### config.mk
export PLATFORM = sky130hd
export DESIGN_NAME = mtfd_front
export DESIGN_NICKNAME = d
export VERILOG_FILES = /design/src/hdl/mtfd_pkg.sv /design/src/hdl/mtfd_front.sv
export SDC_FILE = /design/constraint.sdc
export NUM_CORES = 1
export LEC_CHECK = 0
export ABC_CLOCK_PERIOD_IN_PS = 2600
export BUFFER_PORTS_ARGS = -buffer_cell sky130_fd_sc_hd__buf_2
export CAP_MARGIN = 15
export CORE_UTILIZATION = 43
export DETAILED_ROUTE_END_ITERATION = 10
export PLACE_DENSITY = 0.87
export SYNTH_ARGS = -nofsm -noshare
export SYNTH_HDL_FRONTEND = slang
export SYNTH_SLANG_ARGS = --single-unit
### constraint.sdc
create_clock -name clk -period 2.6 [get_ports clk]
set_clock_uncertainty 0.2 [all_clocks]
set_input_delay 0.39 -clock clk [delete_from_list [all_inputs] [get_ports clk]]
set_output_delay 0.39 -clock clk [all_outputs]
set_load 0.01 [all_outputs]
### src/hdl/mtfd_pkg.sv
package mtfd_pkg;

	localparam int DEPTH_W   = 17;
	localparam int DEPTH     = 1 << DEPTH_W;
	localparam int CHANNELS  = 2;
	localparam int CH_W      = 1;
	localparam int SAMPLE_W  = 24;
	localparam int ADDR_W    = CH_W + DEPTH_W;
	localparam int QUEUE_DEPTH = 2;
	localparam int QPTR_W    = 1;
	localparam int QCNT_W    = 2;

	localparam int NUM_W     = 23;
	localparam int DEN_W     = 30;
	localparam int QUO_W     = 23;
	localparam int CNT_W     = 5;

	localparam logic [16:0] MIN_MIX   = 17'd7;
	localparam logic [16:0] UNITY     = 17'd65536;
	localparam logic [15:0] FB_MAX    = 16'd60293;
	localparam logic [16:0] BASE_RST  = 17'd4800;

	localparam logic [16:0] K_WA      = 17'd36045;
	localparam logic [16:0] K_WB0     = 17'd22938;
	localparam logic [16:0] K_WB1     = 17'd13107;
	localparam logic [17:0] K_CB0     = 18'd32768;
	localparam logic [16:0] K_CB1     = 17'd29491;
	localparam logic [17:0] K_CC0     = 18'd81920;
	localparam logic [16:0] K_CC1     = 17'd45875;
	localparam logic [13:0] K_SOFT    = 14'd9830;

	typedef enum logic [1:0] {
		REG_BASE   = 2'd0,
		REG_FB     = 2'd1,
		REG_SPREAD = 2'd2,
		REG_MIX    = 2'd3
	} cfg_reg_t;

	typedef struct packed {
		logic [16:0] base;
		logic [15:0] fb;
		logic [16:0] spread;
		logic [16:0] mix;
	} cfg_t;

	typedef struct packed {
		logic                       ch;
		logic signed [SAMPLE_W-1:0] sample;
		logic                       bypass;
	} item_t;

	typedef struct packed {
		logic  valid;
		item_t item;
	} queue_head_t;

endpackage

### src/hdl/mtfd_front.sv
module mtfd_front (
	input  logic                                clk,
	input  logic                                arst_n,
	input  mtfd_pkg::cfg_t                      cfg,
	input  logic                                in_valid,
	output logic                                in_ready,
	input  logic [mtfd_pkg::CH_W-1:0]           channel,
	input  logic signed [mtfd_pkg::SAMPLE_W-1:0] sample_in,
	output mtfd_pkg::queue_head_t               head,
	input  logic                                pop
);
	import mtfd_pkg::*;

	item_t              entries_q [QUEUE_DEPTH];
	logic [QPTR_W-1:0]  wr_ptr_q;
	logic [QPTR_W-1:0]  rd_ptr_q;
	logic [QCNT_W-1:0]  cnt_q;
	logic               push;
	logic               do_pop;
	item_t              new_item;

	assign in_ready = (cnt_q != QCNT_W'(QUEUE_DEPTH));
	assign push     = in_valid && in_ready;
	assign do_pop   = pop && (cnt_q != '0);

	assign new_item.ch     = channel;
	assign new_item.sample = sample_in;
	assign new_item.bypass = (cfg.mix < MIN_MIX) || (32'(channel) >= CHANNELS);

	assign head.valid = (cnt_q != '0);
	assign head.item  = entries_q[rd_ptr_q];

	always_ff @(posedge clk) begin
		if (push)
			entries_q[wr_ptr_q] <= new_item;
	end

	always_ff @(posedge clk or negedge arst_n) begin
		if (!arst_n) begin
			wr_ptr_q <= '0;
			rd_ptr_q <= '0;
			cnt_q    <= '0;
		end else begin
			if (push)
				wr_ptr_q <= wr_ptr_q + 1'b1;
			if (do_pop)
				rd_ptr_q <= rd_ptr_q + 1'b1;
			case ({push, do_pop})
				2'b10:   cnt_q <= cnt_q + 1'b1;
				2'b01:   cnt_q <= cnt_q - 1'b1;
				default: cnt_q <= cnt_q;
			endcase
		end
	end

endmodule

# Word level (Yosys, flattened, before mapping)

Memories as Yosys holds them, arrays and structs flattened.
Cells that the tools add are included.

Bits in writable memories: 52
Bits in latches: 0
Register bits: 4
Memories kept: 1
Bits in read-only memories: 0

Multiply operators: 0
Bitwise gates (word level): 0
Reductions and logical operators: 4
Magnitude comparators: 1
Shift-type cells: 0
Equality and inequality tests: 3
Muxes and demuxes: 3
Add/subtract/negate cells: 4
Divide/modulo/power cells: 0

Memory list:

| memory    | depth | width | rd ports | clocked after memory_dff | wr ports | RTL line         | source |
|---|---|---|---|---|---|---|---|
| entries_q | 2     | 26    | 1        | 0                        | 1        | mtfd_front.sv:14 | `item_t entries_q [QUEUE_DEPTH];` |

Operators by type and width:

| cell                  | number |
|---|---|
| $lt A17 B3 Y1 const B | 1 |
| $pmux W2 S2           | 1 |
| $reduce_bool A2 Y1    | 2 |
| $add A1 B1 Y1 const B | 2 |
| $add A2 B1 Y2 const B | 1 |
| $eq A2 B1 Y1 const B  | 1 |
| $eq A2 B2 Y1 const B  | 1 |
| $logic_and A1 B1 Y1   | 2 |
| $mux W1               | 2 |
| $ne A2 B2 Y1 const B  | 1 |
| $sub A2 B1 Y2 const B | 1 |

# Depth between registers and ports, before layout

Depth after elaboration: 4
Depth in mapped cells: 6
Depth with buffers taken out: 6

# Worst setup path before layout

Ideal clock, no wire load.

Path kind: register to register
From: register cnt_q[0]
To: memory entries_q[0][0] in the netlist's numbering (enable)
Cell stages (with the launch flop): 4
Slack: 178 ps
Setup time: 409 ps
Arrival: 1,813 ps
Path buffers: 0
Required time: 1,991 ps
Path through: dfrtp_1 -> nand2b_1 -> nand2_1 -> nor2_1

Word-level cells in the longest chain between the ends: 4

Ends and longest elaborated chain:

| what                          | RTL line         | source |
|---|---|---|
| from (decl)                   | mtfd_front.sv:17 | `logic [QCNT_W-1:0] cnt_q;` |
| from (signal assigned)        | mtfd_front.sv:49 | `2'b10: cnt_q <= cnt_q + 1'b1;` |
| from (signal assigned)        | mtfd_front.sv:50 | `2'b01: cnt_q <= cnt_q - 1'b1;` |
| from (signal assigned)        | mtfd_front.sv:51 | `default: cnt_q <= cnt_q;` |
| $ne A2 B2 Y1                  | mtfd_front.sv:22 | `assign in_ready = (cnt_q != QCNT_W'(QUEUE_DEPTH));` |
| via in_ready                  | mtfd_front.sv:6  | `output logic in_ready,` |
| $logic_and A1 B1 Y1           | mtfd_front.sv:23 | `assign push = in_valid && in_ready;` |
| $mux W1                       | mtfd_front.sv:34 | `if (push)` |
| $mux W1 (not written as such) | mtfd_front.sv:35 | `entries_q[wr_ptr_q] <= new_item;` |
| to (decl)                     | mtfd_front.sv:14 |  |

The timed path passes the listed nets, and every way through them passes these cells.

==> run summary <==
==================================================================================================
Yosys synthesis warning count                                                                    0
# H-tree levels                                                                                  2
Most common library cell in the layout ignoring fill and taps                                buf_2
Critical path fanouts, max                                                                      26
Clock root buffer master                                                                  clkbuf_8
Post-synthesis sequential area ratio                                                         78.4%
GPL Wtd Cong                                                                                 0.698
Leakage power of the design                                                                1.03 nW
Routed via count                                                                              1193
Detailed-route vias per instance                                                              4.73
#FFs+latches synth                                                                              56
Core Area                                                                                 4720 um2
Clock transition time at the flip-flop clock pins of the worst setup and hold paths        0.09 ns
TritonCTS clock tree                                                                         built
Share of cells above drive strength 1                                                        60.0%
Port-buffer cells                                                                               73
Total cell area at the placement stage                                                    2560 um2
Max layer used                                                                                met4
Antenna cells                                                                                    0
Data required, critical path                                                               2.01 ns
Most frequent cells in the layout                                                     73 x buf_2, 52 x edfxtp_1, 26 x mux2_2
Final setup viols                                                                                0
Count of TritonRoute iterations in the first routing pass                                        6
Number of maximum-capacitance violations                                                         0
Worst hold-check slack                                                                   0.0722 ns
Maximum buffer depth of the clock tree                                                           2
Via count of the first global-routing pass                                                    1152
Fin area                                                                                  2650 um2
Flip-flop and latch area                                                                  1660 um2
Slowest cell delay on critical path                                                        0.38 ns
Final min period                                                                           2.14 ns
CTS buffer count                                                                                 5
Cell Rows                                                                                       25
Max-Slew Margin vs Limit                                                                     76.0%
Global-route wire length before repair                                                     5220 um
Overall routed net length                                                                  3530 um
Timing-limited maximum frequency                                                         0.466 GHz
Critical path data arrival time                                                            1.55 ns
DRC violation count after routing                                                                0
Peak supply drop                                                                          0.721 mV
Mapped Avg Cell Area                                                                      20.4 um2
Latest clock arrival within the worst-skew pair                                            0.30 ns
Final Hold Vio Count                                                                             0
Slowest cell on crit path                                                                  dfrtp_1
Share of the cycle needed by the critical path after routing                                 82.5%
Final Power                                                                                2.63 mW
# nets final                                                                                   282
Netlist cell types                                                                              16
Status                                                                                complete, no violations
X dimension of the die                                                                     72.2 um
Post-DP HPWL                                                                               2480 um
Critical path type                                                                    register to output port
Pin count of the biggest net entering global routing                                            27
Power density over cell area                                                            992 nW/um2
Number of pins with negative max-slew slack in the final report                                  0
Unrepaired setup endpoints after global routing                                                 no
Full die area                                                                             5210 um2
Final Worst Setup Slack                                                                   0.456 ns
Total negative slack                                                                          0 ns
Crit start category                                                                       register
Effective utilization at floorplan                                                           44.8%
Mapped Nets                                                                                    201
Number of clock sinks                                                                           56
Routed wire length on met2                                                                 1850 um
Area of the multi-input gates                                                              425 um2
Routed wire length per instance                                                            14.0 um
IO Pins                                                                                        124
Routed met1 length                                                                         1370 um
FILL cells                                                                                     363
Post-DRT Antenna Nets                                                                            0
Vertical die dimension                                                                     72.2 um
Area added between synthesis and finish                                                      25.1%
Post-CTS Repair Setup Buffers                                                                    0
Worst path cell trace                                                                 buf_4 -> mux2_2 -> buf_2
Worst min-delay path class                                                            input pin to register
Post-placement setup slack                                                                0.784 ns
Slew @ Worst Pin                                                                          0.361 ns
Initial drt markers                                                                             61
Area of the mapped netlist                                                                2120 um2
Type of element capturing the critical path                                            output port
Initial antenna violation count                                                                  0
Synthesized netlist cell count                                                                 104
Final global-route overflow total                                                                0
Overall global routing resource usage                                                        13.8%
Met3 Wirelength                                                                             257 um
==================================================================================================
[critical path: cells and delay by family, from the launching register on]
| family | cells | cell delay [ns] |
|---|---|---|
| buf+inv | 2 | 0.49 |
| flops | 1 | 0.38 |
| mux | 1 | 0.38 |
[cells in the mapped netlist]
master,count,area [um2]
a31oi_1,1,6.26
and2_4,1,8.76
and3_1,1,6.26
buf_6,3,33.8
dfrtp_1,4,100
edfxtp_1,52,1560
ha_1,1,12.5
mux2_2,26,293
nand2_1,1,3.75
nand2b_1,1,6.26
nand4_1,1,6.26
nor2_1,3,11.3
nor4_1,3,18.8
or2_1,1,6.26
xnor2_1,3,26.3
xor2_1,2,17.5
[flip-flops by register name, summed over array words and instances, names as in the netlist]
register	cells
cnt_q	2
entries_q	52
rd_ptr_q	1
wr_ptr_q	1
[metal layers]
| layer | up-vias | GRT usage (%) |
|---|---|---|
| li1 | 561 | - |
| met4 | 0 | 6.10 |
| met2 | 47 | 25.4 |
| met5 | - | 0 |
| met3 | 5 | 4.44 |
| met1 | 580 | 14.2 |
[path summary, 6_finish.rpt]
path                                 startpoint                   endpoint  slack, ns  cells after the start
hold reg to reg            rd_ptr_q$_DFFE_PN0P_       rd_ptr_q$_DFFE_PN0P_       0.28                      1
min in group asynchronous                arst_n       cnt_q[1]$_DFFE_PN0P_       0.21                      2
max in group asynchronous                arst_n       wr_ptr_q$_DFFE_PN0P_       1.88                      2
setup reg to reg           cnt_q[0]$_DFFE_PN0P_       cnt_q[1]$_DFFE_PN0P_       0.93                      5
setup / recovery           rd_ptr_q$_DFFE_PN0P_                   head[16]       0.46                      3
hold / removal                     sample_in[6]  entries_q[0][7]$_DFFE_PP_       0.07                      1
[kinds of logic after synthesis]
kind of cell / count (synthesis) / share of synthesized area [%]
DFF: 56 / 78.4
muxes: 26 / 13.8
and+or+nand+nor: 12 / 3.19
xor gates and xnor gates: 5 / 2.07
buffers and inverters: 3 / 1.59
AOI/OAI and AO/OA: 1 / 0.296
adders and majority gates: 1 / 0.591
[what timing repair did]
item | in CTS | in global routing
endpoints found under the hold margin | 4 | 0
gates resized for setup | 0 | 0
hold buffers | 1 | 0
[through the flow]
step / instances / utilization (%)
6_report: 252 / 56.1
5_1_grt: 252 / 56.1
4_1_cts: 252 / 56.1
3_5_place_dp: 244 / 54.2
3_3_place_gp: 244 / 54.2
2_1_floorplan: 104 / -
[power breakdown]
| group | switching [mW] | internal (mW) | leakage (nW) | total (mW) |
|---|---|---|---|---|
| Combinational | 0.461 | 0.429 | 0.457 | 0.889 |
| Sequential | 0.0664 | 1.24 | 0.530 | 1.30 |
| Clock | 0.253 | 0.183 | 0.0400 | 0.436 |
[layout make-up]
class	instances	area share, %
clock inverter	2	0.472
timing repair buffer	77	15.0
tap	67	3.16
multi-input combinational	45	16.1
clock buffer	5	2.60
sequential	56	62.7
Power figures use the tool's default switching activity.
